--- src/rtl/core/scc_pkg.sv ---
// Shared types and constants of the sector cache clock controller.
// No dependencies; used by scc_ctrl and the top level.
`default_nettype none

package scc_pkg;

    typedef enum logic [2:0] {
        ST_INIT,
        ST_IDLE,
        ST_LOOK,
        ST_HIT,
        ST_MISS,
        ST_SWEEP,
        ST_SCAN,
        ST_SCAN_END
    } t_state;

    localparam logic [2:0] OP_READ     = 3'd0;
    localparam logic [2:0] OP_WRITE    = 3'd1;
    localparam logic [2:0] OP_PREFETCH = 3'd2;
    localparam logic [2:0] OP_FLUSH    = 3'd3;
    localparam logic [2:0] OP_CLEAN    = 3'd4;

    localparam int unsigned REG_SECTOR_LIMIT = 0;
    localparam int unsigned LIMIT_RESET      = 13104;

endpackage

`default_nettype wire

--- src/rtl/core/sector_cache_clock_controller_core.sv ---
// Top level of the sector cache clock controller: register port and glue.
// Depends on scc_pkg, scc_tagram and scc_ctrl.
`default_nettype none

// Usage:
// A request (i_operation, i_sector) is taken when start is high and busy is
// low. Every result word is shown for one cycle with o_strobe; the word
// with o_last closes the request. The receiver cannot stall the block.
// Read, write, prefetch: one word. A hit shows once the lookup scan reaches
// its slot; a miss with a free slot once the scan has read every slot; when
// every slot is taken the clock sweep follows the scan. Out-of-range sectors
// and undefined operations answer in the next cycle.
// Flush, clean: one word per dirty slot in ascending order, or one word
// without write-back when no slot is dirty; the last follows the full scan.
// The scans step through the entry RAM, one read per cycle; the next
// request is taken in the cycle that shows the final word.
// After reset a clearing pass writes all ENTRIES slots, one per cycle,
// with busy high; register writes are taken throughout.
// sector_limit sits at byte address 0 of the register port.
module sector_cache_clock_controller_core #(
    parameter int ENTRIES     = 64,
    parameter int SECTOR_BITS = 24,
    localparam int SLOT_W     = $clog2(ENTRIES),
    localparam int LIMIT_W    = SECTOR_BITS + 1,
    localparam int DATA_W     = (LIMIT_W > 32) ? 64 : 32,
    localparam int ADDR_W     = (DATA_W == 64) ? 4 : 3
) (
    input  wire logic                   i_clk,
    input  wire logic                   i_rst_n,
    input  wire logic                   psel,
    input  wire logic                   penable,
    input  wire logic                   pwrite,
    input  wire logic [ADDR_W-1:0]      paddr,
    input  wire logic [DATA_W-1:0]      pwdata,
    output logic      [DATA_W-1:0]      prdata,
    output logic                        pready,
    input  wire logic                   start,
    input  wire logic [2:0]             i_operation,
    input  wire logic [SECTOR_BITS-1:0] i_sector,
    output logic                        busy,
    output logic                        o_strobe,
    output logic                        o_hit,
    output logic [SLOT_W-1:0]           o_slot,
    output logic                        o_writeback,
    output logic [SECTOR_BITS-1:0]      o_writeback_sector,
    output logic                        o_fill,
    output logic                        o_error,
    output logic                        o_last
);

    localparam int ENT_W = SECTOR_BITS + 3;

    logic [LIMIT_W-1:0] r_limit, n_limit;
    logic               sel_limit;
    logic               wr_cfg;
    logic [SLOT_W-1:0]  rd_addr, wr_addr;
    logic [ENT_W-1:0]   rd_data, wr_data;
    logic               wr_en;

    assign sel_limit = (paddr[ADDR_W-1] == 1'(scc_pkg::REG_SECTOR_LIMIT));
    assign wr_cfg    = psel && penable && pwrite && sel_limit;
    assign n_limit   = wr_cfg ? pwdata[LIMIT_W-1:0] : r_limit;
    assign prdata    = sel_limit ? DATA_W'(r_limit) : '0;
    assign pready    = 1'b1;

    always_ff @(posedge i_clk) begin
        if (!i_rst_n) begin
            r_limit <= LIMIT_W'(scc_pkg::LIMIT_RESET);
        end else begin
            r_limit <= n_limit;
        end
    end

    scc_tagram #(
        .ENTRIES (ENTRIES),
        .WIDTH   (ENT_W)
    ) u_tagram (
        .i_clk     (i_clk),
        .i_rd_addr (rd_addr),
        .o_rd_data (rd_data),
        .i_wr_en   (wr_en),
        .i_wr_addr (wr_addr),
        .i_wr_data (wr_data)
    );

    scc_ctrl #(
        .ENTRIES     (ENTRIES),
        .SECTOR_BITS (SECTOR_BITS)
    ) u_ctrl (
        .i_clk              (i_clk),
        .i_rst_n            (i_rst_n),
        .i_start            (start),
        .i_operation        (i_operation),
        .i_sector           (i_sector),
        .i_limit            (r_limit),
        .o_busy             (busy),
        .o_rd_addr          (rd_addr),
        .i_rd_data          (rd_data),
        .o_wr_en            (wr_en),
        .o_wr_addr          (wr_addr),
        .o_wr_data          (wr_data),
        .o_strobe           (o_strobe),
        .o_hit              (o_hit),
        .o_slot             (o_slot),
        .o_writeback        (o_writeback),
        .o_writeback_sector (o_writeback_sector),
        .o_fill             (o_fill),
        .o_error            (o_error),
        .o_last             (o_last)
    );

`ifndef SYNTH
    a_error_alone: assert property (@(posedge i_clk) disable iff (!i_rst_n)
        o_strobe && o_error |-> o_last && !o_hit && !o_writeback && !o_fill)
        else $error("error word carries other flags");

    a_hit_clean: assert property (@(posedge i_clk) disable iff (!i_rst_n)
        o_strobe && o_hit |-> !o_writeback && !o_fill && !o_error)
        else $error("hit word asks for write-back or fill");

    a_last_idle: assert property (@(posedge i_clk) disable iff (!i_rst_n)
        o_strobe && o_last |-> !busy)
        else $error("final word shown while still busy");

    a_more_busy: assert property (@(posedge i_clk) disable iff (!i_rst_n)
        o_strobe && !o_last |-> busy)
        else $error("intermediate word shown while idle");
`endif

endmodule

`default_nettype wire

--- src/rtl/core/scc_tagram.sv ---
// Entry store: one write port, one read port, registered read data.
// Holds valid, dirty, reference bits and tag of each slot. No dependencies.
`default_nettype none

module scc_tagram #(
    parameter int ENTRIES = 64,
    parameter int WIDTH   = 27
) (
    input  wire logic                       i_clk,
    input  wire logic [$clog2(ENTRIES)-1:0] i_rd_addr,
    output logic      [WIDTH-1:0]           o_rd_data,
    input  wire logic                       i_wr_en,
    input  wire logic [$clog2(ENTRIES)-1:0] i_wr_addr,
    input  wire logic [WIDTH-1:0]           i_wr_data
);

    logic [WIDTH-1:0] r_mem [ENTRIES];
    logic [WIDTH-1:0] r_rd_data;

    always_ff @(posedge i_clk) begin
        if (i_wr_en) begin
            r_mem[i_wr_addr] <= i_wr_data;
        end
    end

    always_ff @(posedge i_clk) begin
        r_rd_data <= r_mem[i_rd_addr];
    end

    assign o_rd_data = r_rd_data;

endmodule

`default_nettype wire

--- src/rtl/core/scc_ctrl.sv ---
// Sequencer of the sector cache: lookup scan, clock sweep, flush/clean scan, clearing pass after reset.
// Depends on scc_pkg; drives the scc_tagram ports.
`default_nettype none

module scc_ctrl #(
    parameter int ENTRIES     = 64,
    parameter int SECTOR_BITS = 24,
    localparam int SLOT_W     = $clog2(ENTRIES),
    localparam int ENT_W      = SECTOR_BITS + 3
) (
    input  wire logic                   i_clk,
    input  wire logic                   i_rst_n,
    input  wire logic                   i_start,
    input  wire logic [2:0]             i_operation,
    input  wire logic [SECTOR_BITS-1:0] i_sector,
    input  wire logic [SECTOR_BITS:0]   i_limit,
    output logic                        o_busy,
    output logic [SLOT_W-1:0]           o_rd_addr,
    input  wire logic [ENT_W-1:0]       i_rd_data,
    output logic                        o_wr_en,
    output logic [SLOT_W-1:0]           o_wr_addr,
    output logic [ENT_W-1:0]            o_wr_data,
    output logic                        o_strobe,
    output logic                        o_hit,
    output logic [SLOT_W-1:0]           o_slot,
    output logic                        o_writeback,
    output logic [SECTOR_BITS-1:0]      o_writeback_sector,
    output logic                        o_fill,
    output logic                        o_error,
    output logic                        o_last
);

    localparam int V_POS = SECTOR_BITS + 2;
    localparam int D_POS = SECTOR_BITS + 1;
    localparam int R_POS = SECTOR_BITS;
    localparam logic [SLOT_W-1:0] IDX_LAST = SLOT_W'(ENTRIES - 1);

    scc_pkg::t_state r_state, n_state;
    logic [SLOT_W-1:0]      r_idx, n_idx;
    logic [SLOT_W-1:0]      r_hand, n_hand;
    logic [2:0]             r_op, n_op;
    logic [SECTOR_BITS-1:0] r_sec, n_sec;
    logic                   r_found_free, n_found_free;
    logic [SLOT_W-1:0]      r_free, n_free;
    logic [SLOT_W-1:0]      r_tgt, n_tgt;
    logic [ENT_W-1:0]       r_ent, n_ent;
    logic                   r_pend, n_pend;
    logic [SLOT_W-1:0]      r_pend_slot, n_pend_slot;
    logic [SECTOR_BITS-1:0] r_pend_tag, n_pend_tag;

    logic                   r_strobe, n_strobe;
    logic                   r_hit, n_hit;
    logic [SLOT_W-1:0]      r_slot, n_slot;
    logic                   r_wb, n_wb;
    logic [SECTOR_BITS-1:0] r_wbs, n_wbs;
    logic                   r_fill, n_fill;
    logic                   r_err, n_err;
    logic                   r_last, n_last;

    logic [SLOT_W-1:0]      idx_next;
    logic                   rd_valid, rd_dirty, rd_ref, rd_match;
    logic [SECTOR_BITS-1:0] rd_tag;
    logic                   is_write, is_pref, is_flush;
    logic                   in_lookup, in_scan, in_range;
    logic [ENT_W-1:0]       new_ent;

    assign idx_next  = (r_idx == IDX_LAST) ? '0 : r_idx + 1'b1;
    assign rd_valid  = i_rd_data[V_POS];
    assign rd_dirty  = i_rd_data[D_POS];
    assign rd_ref    = i_rd_data[R_POS];
    assign rd_tag    = i_rd_data[SECTOR_BITS-1:0];
    assign rd_match  = rd_valid && (rd_tag == r_sec);
    assign is_write  = (r_op == scc_pkg::OP_WRITE);
    assign is_pref   = (r_op == scc_pkg::OP_PREFETCH);
    assign is_flush  = (r_op == scc_pkg::OP_FLUSH);
    assign in_lookup = (i_operation <= scc_pkg::OP_PREFETCH);
    assign in_scan   = (i_operation == scc_pkg::OP_FLUSH) ||
                       (i_operation == scc_pkg::OP_CLEAN);
    assign in_range  = ({1'b0, i_sector} < i_limit);
    assign new_ent   = {1'b1, is_write, !is_pref, r_sec};

    always_comb begin
        n_state = r_state;
        case (r_state)
            scc_pkg::ST_INIT: begin
                if (r_idx == IDX_LAST) n_state = scc_pkg::ST_IDLE;
            end
            scc_pkg::ST_IDLE: begin
                if (i_start && in_lookup && in_range) begin
                    n_state = scc_pkg::ST_LOOK;
                end else if (i_start && in_scan) begin
                    n_state = scc_pkg::ST_SCAN;
                end
            end
            scc_pkg::ST_LOOK: begin
                if (rd_match) begin
                    n_state = scc_pkg::ST_HIT;
                end else if (r_idx == IDX_LAST) begin
                    n_state = scc_pkg::ST_MISS;
                end
            end
            scc_pkg::ST_HIT: n_state = scc_pkg::ST_IDLE;
            scc_pkg::ST_MISS: begin
                n_state = r_found_free ? scc_pkg::ST_IDLE : scc_pkg::ST_SWEEP;
            end
            scc_pkg::ST_SWEEP: begin
                if (!rd_ref) n_state = scc_pkg::ST_IDLE;
            end
            scc_pkg::ST_SCAN: begin
                if (r_idx == IDX_LAST) n_state = scc_pkg::ST_SCAN_END;
            end
            scc_pkg::ST_SCAN_END: n_state = scc_pkg::ST_IDLE;
            default: n_state = scc_pkg::ST_IDLE;
        endcase
    end

    // in the scan and sweep states reads run one slot ahead of the slot being written back
    always_comb begin
        n_idx        = r_idx;
        n_hand       = r_hand;
        n_op         = r_op;
        n_sec        = r_sec;
        n_found_free = r_found_free;
        n_free       = r_free;
        n_tgt        = r_tgt;
        n_ent        = r_ent;
        n_pend       = r_pend;
        n_pend_slot  = r_pend_slot;
        n_pend_tag   = r_pend_tag;
        n_strobe     = 1'b0;
        n_hit        = r_hit;
        n_slot       = r_slot;
        n_wb         = r_wb;
        n_wbs        = r_wbs;
        n_fill       = r_fill;
        n_err        = r_err;
        n_last       = r_last;
        o_rd_addr    = '0;
        o_wr_en      = 1'b0;
        o_wr_addr    = r_idx;
        o_wr_data    = '0;
        case (r_state)
            scc_pkg::ST_INIT: begin
                o_wr_en = 1'b1;
                n_idx   = idx_next;
            end
            scc_pkg::ST_IDLE: begin
                n_idx        = '0;
                n_found_free = 1'b0;
                n_pend       = 1'b0;
                if (i_start) begin
                    n_op  = i_operation;
                    n_sec = i_sector;
                    if ((in_lookup && !in_range) || (!in_lookup && !in_scan)) begin
                        n_strobe = 1'b1;
                        n_hit    = 1'b0;
                        n_slot   = '0;
                        n_wb     = 1'b0;
                        n_wbs    = '0;
                        n_fill   = 1'b0;
                        n_err    = in_lookup;
                        n_last   = 1'b1;
                    end
                end
            end
            scc_pkg::ST_LOOK: begin
                o_rd_addr = idx_next;
                n_idx     = idx_next;
                if (rd_match) begin
                    n_tgt = r_idx;
                    n_ent = i_rd_data;
                end else if (!rd_valid && !r_found_free) begin
                    n_found_free = 1'b1;
                    n_free       = r_idx;
                end
            end
            scc_pkg::ST_HIT: begin
                o_wr_en          = 1'b1;
                o_wr_addr        = r_tgt;
                o_wr_data        = r_ent;
                o_wr_data[D_POS] = r_ent[D_POS] | is_write;
                o_wr_data[R_POS] = r_ent[R_POS] | !is_pref;
                n_strobe = 1'b1;
                n_hit    = 1'b1;
                n_slot   = r_tgt;
                n_wb     = 1'b0;
                n_wbs    = '0;
                n_fill   = 1'b0;
                n_err    = 1'b0;
                n_last   = 1'b1;
            end
            scc_pkg::ST_MISS: begin
                if (r_found_free) begin
                    o_wr_en   = 1'b1;
                    o_wr_addr = r_free;
                    o_wr_data = new_ent;
                    n_strobe  = 1'b1;
                    n_hit     = 1'b0;
                    n_slot    = r_free;
                    n_wb      = 1'b0;
                    n_wbs     = '0;
                    n_fill    = !is_write;
                    n_err     = 1'b0;
                    n_last    = 1'b1;
                end else begin
                    o_rd_addr = r_hand;
                    n_idx     = r_hand;
                end
            end
            scc_pkg::ST_SWEEP: begin
                o_wr_en = 1'b1;
                if (rd_ref) begin
                    o_wr_data        = i_rd_data;
                    o_wr_data[R_POS] = 1'b0;
                    o_rd_addr        = idx_next;
                    n_idx            = idx_next;
                end else begin
                    o_wr_data = new_ent;
                    n_hand    = idx_next;
                    n_strobe  = 1'b1;
                    n_hit     = 1'b0;
                    n_slot    = r_idx;
                    n_wb      = rd_dirty;
                    n_wbs     = rd_dirty ? rd_tag : '0;
                    n_fill    = !is_write;
                    n_err     = 1'b0;
                    n_last    = 1'b1;
                end
            end
            scc_pkg::ST_SCAN: begin
                o_rd_addr = idx_next;
                n_idx     = idx_next;
                o_wr_en   = 1'b1;
                if (!is_flush) begin
                    o_wr_data        = i_rd_data;
                    o_wr_data[D_POS] = 1'b0;
                end
                if (rd_valid && rd_dirty) begin
                    if (r_pend) begin
                        n_strobe = 1'b1;
                        n_hit    = 1'b0;
                        n_slot   = r_pend_slot;
                        n_wb     = 1'b1;
                        n_wbs    = r_pend_tag;
                        n_fill   = 1'b0;
                        n_err    = 1'b0;
                        n_last   = 1'b0;
                    end
                    n_pend      = 1'b1;
                    n_pend_slot = r_idx;
                    n_pend_tag  = rd_tag;
                end
            end
            scc_pkg::ST_SCAN_END: begin
                n_strobe = 1'b1;
                n_hit    = 1'b0;
                n_slot   = r_pend ? r_pend_slot : '0;
                n_wb     = r_pend;
                n_wbs    = r_pend ? r_pend_tag : '0;
                n_fill   = 1'b0;
                n_err    = 1'b0;
                n_last   = 1'b1;
            end
            default: begin
                n_idx = r_idx;
            end
        endcase
    end

    always_ff @(posedge i_clk) begin
        if (!i_rst_n) begin
            r_state      <= scc_pkg::ST_INIT;
            r_idx        <= '0;
            r_hand       <= '0;
            r_found_free <= 1'b0;
            r_pend       <= 1'b0;
            r_strobe     <= 1'b0;
        end else begin
            r_state      <= n_state;
            r_idx        <= n_idx;
            r_hand       <= n_hand;
            r_found_free <= n_found_free;
            r_pend       <= n_pend;
            r_strobe     <= n_strobe;
        end
    end

    always_ff @(posedge i_clk) begin
        r_op        <= n_op;
        r_sec       <= n_sec;
        r_free      <= n_free;
        r_tgt       <= n_tgt;
        r_ent       <= n_ent;
        r_pend_slot <= n_pend_slot;
        r_pend_tag  <= n_pend_tag;
        r_hit       <= n_hit;
        r_slot      <= n_slot;
        r_wb        <= n_wb;
        r_wbs       <= n_wbs;
        r_fill      <= n_fill;
        r_err       <= n_err;
        r_last      <= n_last;
    end

    assign o_busy             = (r_state != scc_pkg::ST_IDLE);
    assign o_strobe           = r_strobe;
    assign o_hit              = r_hit;
    assign o_slot             = r_slot;
    assign o_writeback        = r_wb;
    assign o_writeback_sector = r_wbs;
    assign o_fill             = r_fill;
    assign o_error            = r_err;
    assign o_last             = r_last;

endmodule

`default_nettype wire

--- config.mk ---
export PLATFORM = sky130hd
export DESIGN_NAME = sector_cache_clock_controller_core
export DESIGN_NICKNAME = d
export VERILOG_FILES = /design/src/rtl/core/scc_pkg.sv /design/src/rtl/core/sector_cache_clock_controller_core.sv /design/src/rtl/core/scc_tagram.sv /design/src/rtl/core/scc_ctrl.sv
export SDC_FILE = /design/constraint.sdc
export NUM_CORES = 2
export LEC_CHECK = 0
export CELL_PAD_IN_SITES_DETAIL_PLACEMENT = 1
export CELL_PAD_IN_SITES_GLOBAL_PLACEMENT = 2
export CORE_UTILIZATION = 30
export CTS_CLUSTER_SIZE = 14
export DETAILED_ROUTE_END_ITERATION = 7
export DONT_BUFFER_PORTS = 1
export MAX_ROUTING_LAYER = met4
export PLACE_DENSITY = 0.56
export SYNTH_ARGS = -nofsm -noshare
export SYNTH_HDL_FRONTEND = slang
export SYNTH_HIERARCHICAL = 1
export SYNTH_SLANG_ARGS = --single-unit
--- constraint.sdc ---
create_clock -name i_clk -period 5.7 [get_ports i_clk]
set_input_delay 0.57 -clock i_clk [delete_from_list [all_inputs] [get_ports i_clk]]
set_output_delay 0.57 -clock i_clk [all_outputs]
set_load 0.01 [all_outputs]
Word level (Yosys, flattened, before mapping) --
Memory sizes are Yosys's and may differ from the RTL's. A register that Yosys moved wholly into a read port is not among the register bits. Index checks and enable logic that the tools add are counted.
Word-level totals: memory bits (writable) 1728, output and inout port bits 70, bits of input ports 68, memories 1, register bits 174
Memory list:
- u_tagram.r_mem | words 64, bits a word 27, read ports 1, clocked after Yosys merged registers in 1, write ports 1, line scc_tagram.sv:17 | logic [WIDTH-1:0] r_mem [ENTRIES];
Cells by class: equality and inequality tests 29, $lt $le $gt $ge 2, $add $sub $neg 1, mux-type cells 77, reductions and logical operators 41, bitwise logic cells 5
Operator list (number):
- two-way mux 24 bit | 8
- case mux 24 bit (6 select lines) | 1
- case mux 27 bit (4 select lines) | 1
- two-way mux 27 bit | 3
- two-way mux 6 bit | 13
- case mux 6 bit (6 select lines) | 1
- two-way mux 1 bit | 28
- < comparator 24 x 25 -> 1 bit | 1
- two-way mux 25 bit | 1
- == test 24 bit | 1
- two-way mux 3 bit | 8
- case mux 6 bit (4 select lines) | 1
- case mux 3 bit (7 select lines) | 1
- case mux 1 bit (5 select lines) | 4
- case mux 6 bit (3 select lines) | 1
- == test 3 x 2 -> 1 bit (second input constant) | 5
- == test 3 bit (second input constant) | 5
- inequality test 2 x 1 -> 1 bit (second input constant) | 7
- AND reduction 7 bit | 2
- case mux 1 bit (6 select lines) | 2
- case mux 6 bit (2 select lines) | 1
- logical AND 1 bit | 11
- inequality test 2 bit (second input constant) | 5
- AND reduction 2 bit | 5
- other kinds (20) | 39

Longest topological paths before layout --
word-level depth 8, depth in mapped cells 16, depth with buffers taken out 10

Hierarchy --
Netlist, hierarchy kept.
By module, submodules not included:
- scc_tagram | times used 1, area each 66637.7 sq um, cells each 2958, seq. area each 52430.3 sq um
- scc_ctrl | times used 1, area each 7036.7 sq um, cells each 570, seq. area each 4294.1 sq um
- sector_cache_clock_controller_core | times used 1, area each 1296.2 sq um, cells each 147, seq. area each 500.5 sq um

Least setup slack after synthesis --
Ideal clock, no wire load.
path type register -> register, start point register u_ctrl.r_state[0], end point memory u_tagram.r_mem[28][0] (enable), setup time 0.411 ns, setup slack 1.612 ns, data required time 5.289 ns, arrival 3.677 ns, buffers on the path 4, cell stages (with the launch flop) 12, cells stage by stage dfxtp_1 buf_4 nand2_1 nor2_1 clkbuf_1 nand2_1 nand2_1 clkbuf_1 or3b_2 or2_2 clkbuf_1 nor2_1
Between the ends: elaborated cells on any way between the ends 10, those cells by class eq/ne: 4; mux: 4; reduce/logical: 2
RTL lines:
- from (decl) | line scc_ctrl.sv:38 | scc_pkg::t_state r_state, n_state;
- from (signal assigned) | line scc_ctrl.sv:272 | r_state <= scc_pkg::ST_INIT;
- from (signal assigned) | line scc_ctrl.sv:279 | r_state <= n_state;
- == test 3 bit / == test 3 x 2 -> 1 bit (equally long branches) | line scc_ctrl.sv:142 | case (r_state)
- case mux 6 bit (2 select lines) (*) | line scc_ctrl.sv:142
- net wr_addr[2] | line sector_cache_clock_controller_core.sv:56 | logic [SLOT_W-1:0] rd_addr, wr_addr;
- to (decl) | line scc_tagram.sv:17
Mark *: on every way through the listed nets, which the timed path passes. The rest lies on a longest branch.

Worst setup path after layout --
start point register u_ctrl.r_state[0], end point memory u_tagram.r_mem[39][12] (enable)
The elaborated chain is that of the path after synthesis.

==> reports/qor.yml <==
global_routing:
  grt_max_degree: 65
  grt_pass1_wl_um: 302700
  use_met1_pct: 23.31
  grtUsageMet3_pct: 2.650
  antenna_found_initial: 13
  overflow: 0
  grtUsageMet2_pct: 27.96
  track_usage_pct: 17.49
  grt_pass1_vias: 38990
  busiest_layer: "met2"
place:
  hpwl_um: 125700
  port_buffers: 0
  place.gp.congestion: 0.7683
yosys:
  synthXorXnorAreaFrac_pct: 0.3271
  synth-compound-area-share_pct: 3.942
  yosys_warnings: 6
  syn-cell-area_um2: 74970
  syn_avg_cell_area_um2: 20.40
  synth_top_family_by_area: "multiplexers"
  synthMuxAreaShare_pct: 14.85
  synthSimpleGateAreaFrac_pct: 2.402
  synth_edf_count: 1859
  postSynthCellCount: 3675
  synth-main-ff-cell: "edfxtp_1"
  synth-async-reset-ratio_pct: 0
  synth_cell_types: 67
  yosysSeqAreaShare_pct: 76.33
  synth_seq_cells: 1929
  synthAdderAreaFrac_pct: 0.4005
clock_tree:
  cts_buffers: 200
  clkLatencyLatePin_ns: 0.85
  cts_tree: "done"
  cts.htree.levels: 4
  cts-root-buf: "clkbuf_16"
  clock_path_buffers: 3
  postCtsSetupRepairBufs: 0
  cts_resized: 0
  clk_pin_slew_ns: 0.07
  cts_sinks: 1929
detailed_routing:
  routed_via_density: 4.980
  drcViolationCount: 0
  drt_first_iter_violations: 3207
  dr.pass1.iters: 5
  wl_um: 214500
  ant_nets: 0
  wl_per_cell_um: 28.71
  vias: 37210
power_and_ir_drop:
  comb_power_share_pct: 10.7
  power.internal_mw: 24.77
  seq_power_share_pct: 51.2
  p_switching_mw: 8.315
  p_sw_share_pct: 25.13
  p_leak_nw: 25.95
  p_clk_share_pct: 38.1
  peakVddDrop_mv: 0.3601
  finalPower_mw: 33.09
  power.density_nw_per_um2: 377.5
sta:
  slew_headroom_pct: 10.25
  fin_setup_tns_ns: 0
  fin_crit_sh_pct: 80.59
  hold_viol_final: 0
  period_needed_ns: 4.594
  fmax_ghz: 0.2177
  fin_skew_ns: 0.03066
  tightest_slew_ns: 1.346
  rsz0062_at_grt: "no"
  setup_violations: 0
  drv_slew: 0
cells_and_area:
  layout-drive-gt1-share_pct: 24.78
  area_growth_pct: 16.92
  nets: 4045
  fin_util_pct: 35.28
floorplan:
  rows: 183
  die_w_um: 501.9
  initial_core_util_pct: 30.18
  coreArea_um2: 248400
  io_pins: 138
  die_y_um: 501.9
  die_area_um2: 251900
critical_path:
  end_kind: "flop"
  critPathArrivalTime_ns: 5.09
  critPathMaxFanout: 17
  crit_required_ns: 6.20
  worstSetupPathType: "reg2reg"
  crit_path_start_kind: "flop"
status:
  status: "completed"
min_path:
  hp-class: "in2reg"
flow_run:
  cap_violations: 0
[per-layer routing]
| layer | wire length [um] | vias up | share of wire (%) |
|---|---|---|---|
| met2 | 103600 | 907 | 48 |
| met5 | 0 | - | 0 |
| met3 | 10490 | 244 | 4.9 |
| met4 | 4507 | 0 | 2.1 |
| met1 | 95950 | 20250 | 45 |
| li1 | - | 15810 | - |
[worst max-delay path, cell delays in order (launching register included)]
cell     delay (ns)
dfxtp_1        0.72
inv_1          0.26
and3_1         0.36
nor2_1         0.34
nand2_1        0.09
nand2_1        0.45
nand3_1        0.75
nor2_4         0.77
buf_4          0.46
[cell families after synthesis]
kind of cell / count (synthesis)
AOI/OAI and AO/OA: 418
xor gates and xnor gates: 28
adders and majority gates: 24
buffers and inverters: 260
DFF: 1929
muxes: 643
other: 2
and+or+nand+nor: 371
[area by class of cell]
type                            instances  area (um2)
Fill cell                           24340      160800
Sequential cell                      1929       57220
Multi-Input combinational cell       1492       17180
Clock buffer                          276        5361
Tap cell                             3330        4167
Timing Repair Buffer                  287        2655
Clock inverter                         97       863.3
Inverter                               43       161.4
Antenna cell                           18       45.04
[through the flow]
step,hold WS (ns),area (um2),worst slack [ns],cells
floorplan,0.4064,74990,1.612,3681
global placement,0.4643,80790,1.169,7023
detailed placement,0.4746,80790,1.078,7023
CTS,0.02131,87610,1.045,7454
global route,0.06635,87640,0.8998,7465
finish,0.08092,87660,1.106,7472
[power by group through the flow]
| stage | sequential [mW] | combinational (mW) | clock, mW |
|---|---|---|---|
| 2_1_floorplan | 17.1 | 1.99 | 0 |
| 3_3_place_gp | 17.2 | 3.52 | 0 |
| 3_5_place_dp | 17.2 | 3.56 | 0 |
| 4_1_cts | 16.9 | 3.62 | 13.0 |
| 5_1_grt | 17.0 | 3.79 | 13.5 |
| 6_report | 16.9 | 3.54 | 12.6 |
[path summary, 6_finish.rpt]
| path | startpoint | end | slack, ns | cells past startpoint |
|---|---|---|---|---|
| max reg2reg | u_ctrl/r_state[0] | u_tagram/r_mem[39][12] | 1.11 | 8 |
| min reg2reg | r_limit[23] | r_limit[23] | 0.47 | 2 |
| min | i_rst_n | u_ctrl/r_idx[1] | 0.08 | 2 |
| max | u_ctrl/r_state[0] | u_tagram/r_mem[39][12] | 1.11 | 8 |
[cells in the mapped netlist (4+ instances only)]
| cell type | instances | area, um2 |
|---|---|---|
| edfxtp_1 | 1859 | 55820 |
| mux4_2 | 374 | 8423 |
| mux2i_1 | 253 | 2532 |
| nor2_1 | 125 | 469.2 |
| a22oi_1 | 96 | 720.7 |
| clkbuf_1 | 90 | 337.8 |
| nand2_1 | 88 | 330.3 |
| o21ai_0 | 71 | 355.3 |
| dfxtp_1 | 70 | 1401 |
| buf_2 | 60 | 300.3 |
| a31oi_1 | 50 | 312.8 |
| o22ai_1 | 46 | 287.8 |
| buf_4 | 42 | 315.3 |
| inv_1 | 41 | 153.9 |
| nor2b_1 | 39 | 244.0 |
| a22o_1 | 32 | 280.3 |
| a222oi_1 | 24 | 240.2 |
| and3_1 | 24 | 150.1 |
| ha_1 | 24 | 300.3 |
| a21oi_1 | 23 | 115.1 |
| nand3_1 | 20 | 100.1 |
| o31ai_1 | 17 | 127.6 |
| mux2_2 | 16 | 180.2 |
| o22a_1 | 16 | 140.1 |
| buf_1 | 15 | 56.30 |
| xnor2_1 | 15 | 131.4 |
| a211oi_1 | 14 | 105.1 |
| xor2_1 | 13 | 113.9 |
| nand3b_1 | 9 | 67.56 |
| nand4_1 | 9 | 56.30 |
| nor3_1 | 9 | 45.04 |
| or2_2 | 9 | 56.30 |
| buf_6 | 8 | 90.09 |
| nand2b_1 | 8 | 50.05 |
| and2b_2 | 5 | 43.79 |
| nor4_1 | 5 | 31.28 |
| o211a_1 | 5 | 50.05 |
| o211ai_1 | 4 | 30.03 |
| or3_1 | 4 | 25.02 |
[repair_timing]
action,4_1_cts,5_1_grt
hold buffers,58,0
setup endpoints to repair,0,0
endpoints found under the hold margin,70,0
[state kept, by name (all words and copies together) (netlist names), 24 cells and up]
| register | flops |
|---|---|
| r_limit | 25 |
| u_ctrl/o_writeback_sector | 24 |
| u_ctrl/r_ent | 27 |
| u_ctrl/r_pend_tag | 24 |
| u_ctrl/r_sec | 24 |
| u_tagram/o_rd_data | 27 |
| u_tagram/r_mem | 1728 |
[cell usage in the layout, fill, tap and decap left out, types with 11 or more instances in the layout]
cell type      netlist  layout
bufinv_16            0      11
nand2_1             88      86
a21oi_1             23      23
nor2_1             125      44
dfxtp_1             70      70
o22a_1              16      16
dlygate4sd3_1        0      57
clkbuf_16            0     201
clkbuf_1            90      70
inv_1               41      29
clkinv_1             2      40
o22ai_1             46      46
xnor2_1             15      14
xor2_1              13      13
ha_1                24      24
edfxtp_1          1859    1859
diode_2              0      18
mux2_2              16      16
o21ai_0             71      69
a222oi_1            24      24
nand3_1             20      19
a22o_1              32      29
buf_4               42     202
o31ai_1             17      11
a31oi_1             50      50
mux2i_1            253     253
and3_1              24      24
mux4_2             374     374
nor2b_1             39      37
clkinv_2             0      25
a211oi_1            14      14
buf_12               2      27
nor2_4               0      79
inv_2                0      13
a22oi_1             96      96
(Power assumes the default switching activity.)
